$ cat config.mk
export PLATFORM = sky130hd
export DESIGN_NAME = button_edge_key_event_generator
export DESIGN_NICKNAME = d
export VERILOG_FILES = /design/src/hw/rtl/bekeg_pkg.sv /design/src/hw/rtl/button_edge_key_event_generator.sv /design/src/hw/rtl/bekeg_lanes.sv /design/src/hw/rtl/bekeg_merge.sv
export SDC_FILE = /design/constraint.sdc
export NUM_CORES = 1
export LEC_CHECK = 0
export ABC_AREA = 1
export CAP_MARGIN = 20
export CORE_AREA = 2 2 102 104
export DETAILED_ROUTE_END_ITERATION = 10
export DIE_AREA = 0 0 104 106
export DONT_BUFFER_PORTS = 1
export PLACE_DENSITY = 0.84
export SLEW_MARGIN = 30
export SYNTH_ARGS = -nofsm -noshare
export SYNTH_HDL_FRONTEND = slang
export SYNTH_HIERARCHICAL = 1
export SYNTH_SLANG_ARGS = --single-unit
$ cat constraint.sdc
create_clock -name clock -period 3.3 [get_ports clock]
set_clock_uncertainty 0.1 [all_clocks]
set_input_delay 0.33 -clock clock [delete_from_list [all_inputs] [get_ports clock]]
set_output_delay 0.33 -clock clock [all_outputs]
set_load 0.1 [all_outputs]
$ cat src/hw/rtl/bekeg_pkg.sv
package bekeg_pkg;

   localparam int GAME_CFG_BITS = 48;
   localparam int MENU_CFG_BITS = 32;
   localparam int CSR_DATA_BITS = 48;
   localparam int CSR_ADDR_BITS = 1;

   localparam logic [CSR_ADDR_BITS-1:0] REG_GAME_CODES = 1'd0;
   localparam logic [CSR_ADDR_BITS-1:0] REG_MENU_CODES = 1'd1;

   typedef struct packed {
      logic found;
      logic is_press;
      logic last;
   } pick_type;

endpackage

$ cat src/hw/rtl/button_edge_key_event_generator.sv
// Turns button bank samples into serial key press and release events.
// The req channel takes one word per tick: tdata holds the game button
// bits and then the menu button bits, and tuser holds the menu mode flag.
// The rsp channel gives one word per event: tdata holds the key code and
// the key echo, tuser is high for a press, and tlast marks the final
// event of a tick. A tick without edges gives no word at all.
// Key codes are written through the csr port; the user must write them
// only while no tick is in work, and the block itself does not enforce it.
// One lane per button finds its edge when the word is taken, and the edges
// go into the pend registers; a merge stage then hands out one event per
// cycle while the receiver takes them, in index order, releases of the bank
// just left first, each through the rsp output register. A tick gives at
// most GAME_BUTTONS + MENU_BUTTONS events.
// req_tready is low while events of a tick are still to be handed out.
// The rsp output register lets the next tick be taken while the last
// event waits; a stalled receiver holds the current word and pauses
// the merge stage. Reset clears the held buttons, the mode, the key
// codes and any pending events.
module button_edge_key_event_generator
   import bekeg_pkg::*;
#(
   parameter int GAME_BUTTONS = 6,
   parameter int MENU_BUTTONS = 4,
   parameter int KEY_BITS     = 8
) (
   input  logic                      clock,
   input  logic                      reset,
   input  logic                      req_tvalid,
   output logic                      req_tready,
   // game_buttons_down, menu_buttons_down
   input  logic [((GAME_BUTTONS+MENU_BUTTONS+7)/8)*8-1:0] req_tdata,
   // menu_mode
   input  logic                      req_tuser,
   output logic                      rsp_tvalid,
   input  logic                      rsp_tready,
   // key_code, key_echo
   output logic [((2*KEY_BITS+7)/8)*8-1:0] rsp_tdata,
   // is_press
   output logic                      rsp_tuser,
   output logic                      rsp_tlast,
   input  logic                      csr_we,
   input  logic [CSR_ADDR_BITS-1:0]  csr_addr,
   input  logic [CSR_DATA_BITS-1:0]  csr_wdata
);

   localparam int RSP_BITS  = ((2*KEY_BITS+7)/8)*8;
   localparam int GAME_CODE = GAME_BUTTONS*KEY_BITS;
   localparam int MENU_CODE = MENU_BUTTONS*KEY_BITS;
   localparam int GAME_EXT  = (GAME_CODE > GAME_CFG_BITS) ? GAME_CODE : GAME_CFG_BITS;
   localparam int MENU_EXT  = (MENU_CODE > MENU_CFG_BITS) ? MENU_CODE : MENU_CFG_BITS;

   logic [GAME_CFG_BITS-1:0] game_codes_ff, game_codes_in;
   logic [MENU_CFG_BITS-1:0] menu_codes_ff, menu_codes_in;
   logic [GAME_BUTTONS-1:0]  game_held_ff, game_held_in;
   logic [MENU_BUTTONS-1:0]  menu_held_ff, menu_held_in;
   logic                     mode_ff, mode_in;
   logic [GAME_BUTTONS-1:0]  pend_game_ff, pend_game_in;
   logic [GAME_BUTTONS-1:0]  press_game_ff, press_game_in;
   logic [MENU_BUTTONS-1:0]  pend_menu_ff, pend_menu_in;
   logic [MENU_BUTTONS-1:0]  press_menu_ff, press_menu_in;
   logic                     rsp_valid_ff, rsp_valid_in;
   logic [RSP_BITS-1:0]      rsp_data_ff, rsp_data_in;
   logic                     rsp_user_ff, rsp_user_in;
   logic                     rsp_last_ff, rsp_last_in;

   logic [GAME_EXT-1:0]      game_ext;
   logic [MENU_EXT-1:0]      menu_ext;
   logic                     req_take;
   logic                     mode_change;
   logic                     out_free;
   logic [GAME_BUTTONS-1:0]  lane_pend_game, lane_press_game, lane_held_game;
   logic [MENU_BUTTONS-1:0]  lane_pend_menu, lane_press_menu, lane_held_menu;
   logic [GAME_BUTTONS-1:0][KEY_BITS-1:0] codes_game;
   logic [MENU_BUTTONS-1:0][KEY_BITS-1:0] codes_menu;
   pick_type                 pick;
   logic [KEY_BITS-1:0]      pick_code;
   logic [GAME_BUTTONS-1:0]  game_clear;
   logic [MENU_BUTTONS-1:0]  menu_clear;

   assign game_ext = GAME_EXT'(game_codes_ff);
   assign menu_ext = MENU_EXT'(menu_codes_ff);

   assign req_tready  = (pend_game_ff == '0) && (pend_menu_ff == '0);
   assign req_take    = req_tvalid && req_tready;
   assign mode_change = req_tuser != mode_ff;
   assign out_free    = !rsp_valid_ff || rsp_tready;

   bekeg_lanes #(
      .BUTTONS  (GAME_BUTTONS),
      .KEY_BITS (KEY_BITS)
   ) u_game_lanes (
      .now          (req_tdata[GAME_BUTTONS-1:0]),
      .held         (game_held_ff),
      .codes_packed (game_ext[GAME_CODE-1:0]),
      .active       (!req_tuser),
      .release_all  (req_tuser && mode_change),
      .pend         (lane_pend_game),
      .press        (lane_press_game),
      .held_next    (lane_held_game),
      .codes        (codes_game)
   );

   bekeg_lanes #(
      .BUTTONS  (MENU_BUTTONS),
      .KEY_BITS (KEY_BITS)
   ) u_menu_lanes (
      .now          (req_tdata[GAME_BUTTONS +: MENU_BUTTONS]),
      .held         (menu_held_ff),
      .codes_packed (menu_ext[MENU_CODE-1:0]),
      .active       (req_tuser),
      .release_all  (!req_tuser && mode_change),
      .pend         (lane_pend_menu),
      .press        (lane_press_menu),
      .held_next    (lane_held_menu),
      .codes        (codes_menu)
   );

   bekeg_merge #(
      .GAME_BUTTONS (GAME_BUTTONS),
      .MENU_BUTTONS (MENU_BUTTONS),
      .KEY_BITS     (KEY_BITS)
   ) u_merge (
      .menu_mode  (mode_ff),
      .pend_game  (pend_game_ff),
      .press_game (press_game_ff),
      .codes_game (codes_game),
      .pend_menu  (pend_menu_ff),
      .press_menu (press_menu_ff),
      .codes_menu (codes_menu),
      .pick       (pick),
      .code       (pick_code),
      .game_clear (game_clear),
      .menu_clear (menu_clear)
   );

   always_comb begin
      game_codes_in = game_codes_ff;
      menu_codes_in = menu_codes_ff;
      if (csr_we) begin
         case (csr_addr)
            REG_GAME_CODES: game_codes_in = csr_wdata[GAME_CFG_BITS-1:0];
            REG_MENU_CODES: menu_codes_in = csr_wdata[MENU_CFG_BITS-1:0];
            default: ;
         endcase
      end
   end

   always_comb begin
      game_held_in  = game_held_ff;
      menu_held_in  = menu_held_ff;
      mode_in       = mode_ff;
      pend_game_in  = pend_game_ff;
      press_game_in = press_game_ff;
      pend_menu_in  = pend_menu_ff;
      press_menu_in = press_menu_ff;
      rsp_valid_in  = rsp_valid_ff && !rsp_tready;
      rsp_data_in   = rsp_data_ff;
      rsp_user_in   = rsp_user_ff;
      rsp_last_in   = rsp_last_ff;
      if (req_take) begin
         game_held_in  = lane_held_game;
         menu_held_in  = lane_held_menu;
         mode_in       = req_tuser;
         pend_game_in  = lane_pend_game;
         press_game_in = lane_press_game;
         pend_menu_in  = lane_pend_menu;
         press_menu_in = lane_press_menu;
      end else if (pick.found && out_free) begin
         pend_game_in = pend_game_ff & ~game_clear;
         pend_menu_in = pend_menu_ff & ~menu_clear;
         rsp_valid_in = 1'b1;
         rsp_data_in  = RSP_BITS'({(pick.is_press ? pick_code : KEY_BITS'(0)), pick_code});
         rsp_user_in  = pick.is_press;
         rsp_last_in  = pick.last;
      end
   end

   always_ff @(posedge clock) begin
      if (reset) begin
         game_codes_ff <= '0;
         menu_codes_ff <= '0;
         game_held_ff  <= '0;
         menu_held_ff  <= '0;
         mode_ff       <= 1'b0;
         pend_game_ff  <= '0;
         pend_menu_ff  <= '0;
         rsp_valid_ff  <= 1'b0;
      end else begin
         game_codes_ff <= game_codes_in;
         menu_codes_ff <= menu_codes_in;
         game_held_ff  <= game_held_in;
         menu_held_ff  <= menu_held_in;
         mode_ff       <= mode_in;
         pend_game_ff  <= pend_game_in;
         pend_menu_ff  <= pend_menu_in;
         rsp_valid_ff  <= rsp_valid_in;
      end
   end

   always_ff @(posedge clock) begin
      press_game_ff <= press_game_in;
      press_menu_ff <= press_menu_in;
      rsp_data_ff   <= rsp_data_in;
      rsp_user_ff   <= rsp_user_in;
      rsp_last_ff   <= rsp_last_in;
   end

   assign rsp_tvalid = rsp_valid_ff;
   assign rsp_tdata  = rsp_data_ff;
   assign rsp_tuser  = rsp_user_ff;
   assign rsp_tlast  = rsp_last_ff;

endmodule

$ cat src/hw/rtl/bekeg_lanes.sv
module bekeg_lanes
   import bekeg_pkg::*;
#(
   parameter int BUTTONS  = 6,
   parameter int KEY_BITS = 8
) (
   input  logic [BUTTONS-1:0]          now,
   input  logic [BUTTONS-1:0]          held,
   input  logic [BUTTONS*KEY_BITS-1:0] codes_packed,
   input  logic                        active,
   input  logic                        release_all,
   output logic [BUTTONS-1:0]          pend,
   output logic [BUTTONS-1:0]          press,
   output logic [BUTTONS-1:0]          held_next,
   output logic [BUTTONS-1:0][KEY_BITS-1:0] codes
);

   always_comb begin
      for (int i = 0; i < BUTTONS; i++) begin
         codes[i] = codes_packed[i*KEY_BITS +: KEY_BITS];
         if (active) begin
            pend[i]      = now[i] ^ held[i];
            press[i]     = now[i];
            held_next[i] = now[i];
         end else if (release_all) begin
            pend[i]      = held[i];
            press[i]     = 1'b0;
            held_next[i] = 1'b0;
         end else begin
            pend[i]      = 1'b0;
            press[i]     = 1'b0;
            held_next[i] = held[i];
         end
      end
   end

endmodule

$ cat src/hw/rtl/bekeg_merge.sv
module bekeg_merge
   import bekeg_pkg::*;
#(
   parameter int GAME_BUTTONS = 6,
   parameter int MENU_BUTTONS = 4,
   parameter int KEY_BITS     = 8
) (
   input  logic                                   menu_mode,
   input  logic [GAME_BUTTONS-1:0]                pend_game,
   input  logic [GAME_BUTTONS-1:0]                press_game,
   input  logic [GAME_BUTTONS-1:0][KEY_BITS-1:0]  codes_game,
   input  logic [MENU_BUTTONS-1:0]                pend_menu,
   input  logic [MENU_BUTTONS-1:0]                press_menu,
   input  logic [MENU_BUTTONS-1:0][KEY_BITS-1:0]  codes_menu,
   output pick_type                               pick,
   output logic [KEY_BITS-1:0]                    code,
   output logic [GAME_BUTTONS-1:0]                game_clear,
   output logic [MENU_BUTTONS-1:0]                menu_clear
);

   logic                    game_any;
   logic                    menu_any;
   logic                    sel_menu;
   logic [GAME_BUTTONS-1:0] game_low;
   logic [MENU_BUTTONS-1:0] menu_low;

   assign game_any = |pend_game;
   assign menu_any = |pend_menu;

   // Releases of the bank just left come before the edges of the active bank.
   assign sel_menu = menu_mode ? !game_any : menu_any;

   assign game_low = pend_game & (~pend_game + GAME_BUTTONS'(1));
   assign menu_low = pend_menu & (~pend_menu + MENU_BUTTONS'(1));

   assign game_clear = sel_menu ? '0 : game_low;
   assign menu_clear = sel_menu ? menu_low : '0;

   always_comb begin
      code = '0;
      pick.is_press = 1'b0;
      for (int i = 0; i < GAME_BUTTONS; i++) begin
         if (game_clear[i]) begin
            code          = code | codes_game[i];
            pick.is_press = pick.is_press | press_game[i];
         end
      end
      for (int i = 0; i < MENU_BUTTONS; i++) begin
         if (menu_clear[i]) begin
            code          = code | codes_menu[i];
            pick.is_press = pick.is_press | press_menu[i];
         end
      end
      pick.found = game_any | menu_any;
      pick.last  = ((pend_game & ~game_clear) == '0) && ((pend_menu & ~menu_clear) == '0);
   end

endmodule

Word-level counts from Yosys, hierarchy flattened
Cells that the tools add are included.
- add/subtract/negate cells: 2
- equality and inequality tests: 2
- muxes and demuxes: 61
- bitwise operators: 39
- reductions and logical operators: 25
- operators by type and width (kind ; number):
    2-to-1 mux 8 bit ; 10
    OR 8 bit ; 9
    2-to-1 mux 1 bit ; 45
    2-to-1 mux 6 bit ; 3
    AND 6 bit ; 2
    logical NOT 6 bit ; 2
    2-to-1 mux 4 bit ; 3
    NOT 6 bit ; 2
    OR 1 bit ; 10
    AND reduction 2 bit ; 5
    bitwise XOR 1 bit ; 10
    AND 4 bit ; 2
    logical NOT 4 bit ; 2
    NOT 4 bit ; 2
    logical AND 1 bit ; 7
    adder 6 x 1 -> 6 bit, second input constant ; 1
    OR reduction 6 bit ; 1
    adder 4 x 1 -> 4 bit, second input constant ; 1
    logical NOT 1 bit ; 4
    nonzero test 2 bit ; 2
    OR reduction 4 bit ; 1
    inequality test 2 x 1 -> 1 bit, second input constant ; 1
    NOT 1 bit ; 2
    logical OR 1 bit ; 1
    inequality test 1 bit ; 1
- bits in registers: 130
- input bits: 71
- output and inout bits: 20
- logic and storage cells: 143

Depth between registers and ports, before layout
- depth after elaboration: 23
- mapped depth: 13

Modules after synthesis
Netlist, hierarchy kept.
- by module, submodules not included (module ; instances ; cells each ; area an instance (um^2) ; seq. area each (um^2)):
    button_edge_key_event_generator ; 1 ; 565 ; 4695.8 ; 2882.8
    bekeg_merge ; 1 ; 227 ; 1024.7 ; 0.0
    bekeg_lanes (u_game_lanes) ; 1 ; 101 ; 604.3 ; 0.0
    bekeg_lanes (u_menu_lanes) ; 1 ; 68 ; 404.1 ; 0.0

Worst setup path after synthesis
No wires, ideal clock.
- path kind: register to register
- start point: reg rsp_valid_ff, in the netlist rsp_tvalid
- end point: reg rsp_data_ff[0], in the netlist rsp_tdata[0], enable pin
- setup time: 0.373 ns
- data arrival time: 1.628 ns
- data required time: 2.827 ns
- slack: 1.200 ns
- cell stages (with the launch flop): 5
- buffers on the path: 1
- period minus slack after synthesis: 2.100 ns
- path through: dfxtp_1 -> nand2_1 -> clkbuf_1 -> nand3_1 -> inv_1
- word-level cells in the longest chain between the ends: 4
- RTL lines (item ; RTL line ; source):
    from (decl) ; button_edge_key_event_generator.sv:61 ; logic rsp_valid_ff, rsp_valid_in;
    from (signal assigned) ; button_edge_key_event_generator.sv:196 ; rsp_valid_ff <= rsp_valid_in;
    logical NOT 1 bit ; button_edge_key_event_generator.sv:86 ; assign out_free = !rsp_valid_ff || rsp_tready;
    logical OR 1 bit ; button_edge_key_event_generator.sv:86 ;
    logical AND 1 bit ; button_edge_key_event_generator.sv:168 ; end else if (pick.found && out_free) begin
    AND reduction 2 bit (no line) ; n/a ;
    to (signal assigned) ; button_edge_key_event_generator.sv:203 ; rsp_data_ff <= rsp_data_in;
    to (decl) ; button_edge_key_event_generator.sv:62 ; logic [RSP_BITS-1:0] rsp_data_ff, rsp_data_in;
Every way passes these cells.
A chain may end at the register's enable or synchronous reset.

Worst setup path after layout
- start point: reg pend_menu_ff[3]
- end point: out req_tready
- word-level cells in the longest chain between the ends: 2
- RTL lines (item ; RTL line ; source):
    from (decl) ; button_edge_key_event_generator.sv:59 ; logic [MENU_BUTTONS-1:0] pend_menu_ff, pend_menu_in;
    from (signal assigned) ; button_edge_key_event_generator.sv:195 ; pend_menu_ff <= pend_menu_in;
    logical NOT 4 bit ; button_edge_key_event_generator.sv:83 ; assign req_tready = (pend_game_ff == '0) && (pend_menu_ff == '0);
    logical AND 1 bit ; button_edge_key_event_generator.sv:83 ;
    to (decl) ; button_edge_key_event_generator.sv:29 ; output logic req_tready,
Every way passes these cells.

==> impl_metrics.json <==
{
  "status": "complete, no violations",
  "die_h_um": 106,
  "syn_nets": 1032,
  "busiest_layer": "met2",
  "grt_max_degree": 53,
  "ys_ff_latch": 130,
  "nNetsFinal": 996,
  "power_frac_seq_pct": 47.9,
  "critical_path_arrival_ns": 2.07,
  "r2r-end": "rsp_tdata[14]$_SDFFCE_PN0P_",
  "slowest_delay_ns": 0.78,
  "layout.cells.non_filler": 1075,
  "setup_viol": 0,
  "grt_setup_unrepaired": "false",
  "place_area_um2": 6130,
  "grt_antenna_before_repair": 1,
  "hold_ws_ns": 0.0335,
  "grt_pass1_vias": 5432,
  "yosys_warnings": 6,
  "slowest_stage": "and2_1",
  "reg2reg_slack_ns": 0.83,
  "critPathRequiredTime_ns": 2.87,
  "rows": 37,
  "period_minus_slack_ns": 2.50,
  "dieWidth_um": 104,
  "grt_pass1_wl_um": 26600,
  "crit_path_max_fanout": 5,
  "clock_power_share_pct": 29.5,
  "synth.avg_cell_area_um2": 7.00,
  "wl_um": 16200,
  "synth_cell_types": 27,
  "dieArea_um2": 11000,
  "num_vias": 5955,
  "fillers": 770,
  "hold_end": "pend_menu_ff[3]$_SDFFE_PP0P_",
  "final_antenna_net_count": 0,
  "synth_cells": 961,
  "netlist_top_cells_area": "dfxtp_1 (30%), nor2_1 (13%), edfxtp_1 (12%)",
  "holdPathStages": 5,
  "cts.path.max_buffers": 2,
  "cts_tree": "done",
  "fin_util_pct": 73.1,
  "internal_power_mw": 3.48,
  "post-cts-setup-buffers": 0,
  "cap_violations": 0,
  "holdCritStartpoint": "req_tdata[9]",
  "post_cts_resized": 0,
  "cp-end-kind": "output port",
  "hold_viol": 0,
  "clkSinkCount": 130,
  "cp-start-kind": "flip-flop",
  "worst-r2r-cell-count": 10,
  "initial_utilization_pct": 67.3,
  "r2r_start": "pend_game_ff[5]$_SDFFE_PP0P_",
  "core_area_um2": 10000,
  "hpwl_um": 9910,
  "drt_iter0_markers": 644,
  "max_freq_mhz": 400,
  "yosysTopAreaCell": "dfxtp_1",
  "area_growth_pct": 8.61,
  "fin_area_um2": 7310,
  "crit_chain": "or2_4, nor2_4, and2_1",
  "place.gp.congestion": 0.890,
  "drcViolationCount": 0,
  "clk_pin_slew_worst_paths_ns": 0.06,
  "drive_gt1_share_pct": 6.72,
  "cts_hold_buffers": 61,
  "worstMarginPinSlew_ns": 0.961,
  "io_pins": 91,
  "comb_power_share_pct": 22.6,
  "p_switching_mw": 2.67,
  "finalCritPeriodShare_pct": 75.8,
  "synth_top_area_share_pct": 30.3,
  "viasPerCell": 5.54,
  "worstSetupPathType": "reg -> out",
  "cts_made_buffers": 17,
  "tns_ns": 0,
  "cts-root-buf": "clkbuf_8",
  "hold_class": "in -> reg",
  "p_per_area_nw_per_um2": 842,
  "p_leak_nw": 3.45,
  "slew_headroom_pct": 36.4,
  "finalMaxSlewViolations": 0,
  "drt_pre_antenna_iters": 6,
  "grt_usage_pct": 30.2,
  "portBuffers": 0,
  "clk_latency_ns": 0.53,
  "synthesis.area_um2": 6730,
  "grt_use_met3_pct": 6.81,
  "wl_per_cell_um": 15.1,
  "peakVddDrop_mv": 0.528,
  "grt_remaining_overflow": 0,
  "grtUsageMet2_pct": 47.6,
  "grtUsageMet1_pct": 40.8,
  "place.detailed.instances": 981,
  "ys_seq_area_share_pct": 42.8,
  "switching_share_pct": 43.5,
  "htreeDepth": 4
}
==> metrics by stage <==
stage	setup slack (ns)	power, mW
global placement	0.921	4.23
detailed placement	0.890	4.27
finish	0.800	6.15
global route	0.569	6.43
floorplan	1.20	4.14
CTS	0.789	6.13
==> cells in the mapped netlist (all sizes together) <==
library cell and instances:
a21oi 11, and2 2, buf 101, clkbuf 21, dfxtp 102, edfxtp 28
inv 63, nand2 191, nand3 102, nand4 5, nor2 250, nor3 1
o21ai 82, or2 2
==> cell type report <==
class	instances	area, µm²	area share, %
Inverter	63	236	3.24
Multi-Input combinational cell	646	2780	38.1
Clock buffer	20	435	5.96
Clock inverter	12	131	1.80
Antenna cell	1	2.50	0.0342
Tap cell	136	170	2.33
Timing Repair Buffer	67	668	9.14
Sequential cell	130	2880	39.4
==> cell usage in the layout (no fill, tap or decap), types with 2 or more instances in the layout <==
master,instances
clkbuf_8,2
o21ai_0,79
dfxtp_1,102
a21oi_1,10
nand2_2,4
clkbuf_1,2
clkbuf_16,16
clkinv_2,2
inv_6,2
inv_2,7
o21ai_1,3
inv_1,56
nand2_1,186
nand3_1,101
dlygate4sd3_1,61
nor2_1,239
inv_4,3
nand4_1,5
bufinv_16,2
buf_4,5
nor2_2,6
nor2_4,5
clkinv_4,2
edfxtp_1,28
and2_1,2
==> power by group through the flow <==
stage          combinational (mW)  sequential [mW]  clock (mW)
2_1_floorplan                1.16             2.98           0
3_3_place_gp                 1.27             2.96           0
3_5_place_dp                 1.29             2.97           0
4_1_cts                      1.37             2.94        1.82
5_1_grt                      1.56             2.98        1.90
6_report                     1.39             2.95        1.81
==> critical path: cells and delay by family, from the launching register on <==
kind	cells	cell delay (ns)
flops	1	0.35
simple gates	3	1.20
==> kinds of logic (layout without fill, tap and decap cells) <==
family                 after synthesis  count (layout)  synth area share (%)
other                                0               1                     0
AND/OR/NAND/NOR                    553             553                  34.3
AO/OA/AOI/OAI                       93              93                  6.97
flip-flops                         130             130                  42.8
buffers and inverters              185             162                  15.9
==> registers in the layout (all words and copies together) (netlist names), 4 cells and up <==
name and cells:
press_menu_ff 4, game_held_ff 6, pend_game_ff 6, press_game_ff 6, rsp_tdata 16, game_codes_ff 48
menu_codes_ff 32, menu_held_ff 4, pend_menu_ff 4
==> worst max path at each step <==
stage	startpoint	to	slack [ns]	cells past startpoint
after detailed placement	pend_game_ff[2]$_SDFFE_PP0P_	rsp_tdata[15]$_SDFFCE_PN0P_	0.89	10
final	pend_menu_ff[3]$_SDFFE_PP0P_	req_tready	0.80	3
after global routing	pend_game_ff[5]$_SDFFE_PP0P_	rsp_tdata[15]$_SDFFCE_PN0P_	0.57	10
after global placement	pend_game_ff[5]$_SDFFE_PP0P_	rsp_tdata[14]$_SDFFCE_PN0P_	0.92	10
after floorplan	rsp_tvalid$_SDFF_PP0_	rsp_tdata[0]$_DFFE_PP_	1.20	4
after CTS	pend_menu_ff[3]$_SDFFE_PP0P_	req_tready	0.79	3
==> metal layers <==
layer / share of wire (%) / routed length (µm)
met1: 43 / 6930
met2: 46 / 7490
met3: 9.0 / 1460
met4: 2.1 / 340
met5: 0 / 0
Power figures use the tool's default switching activity.
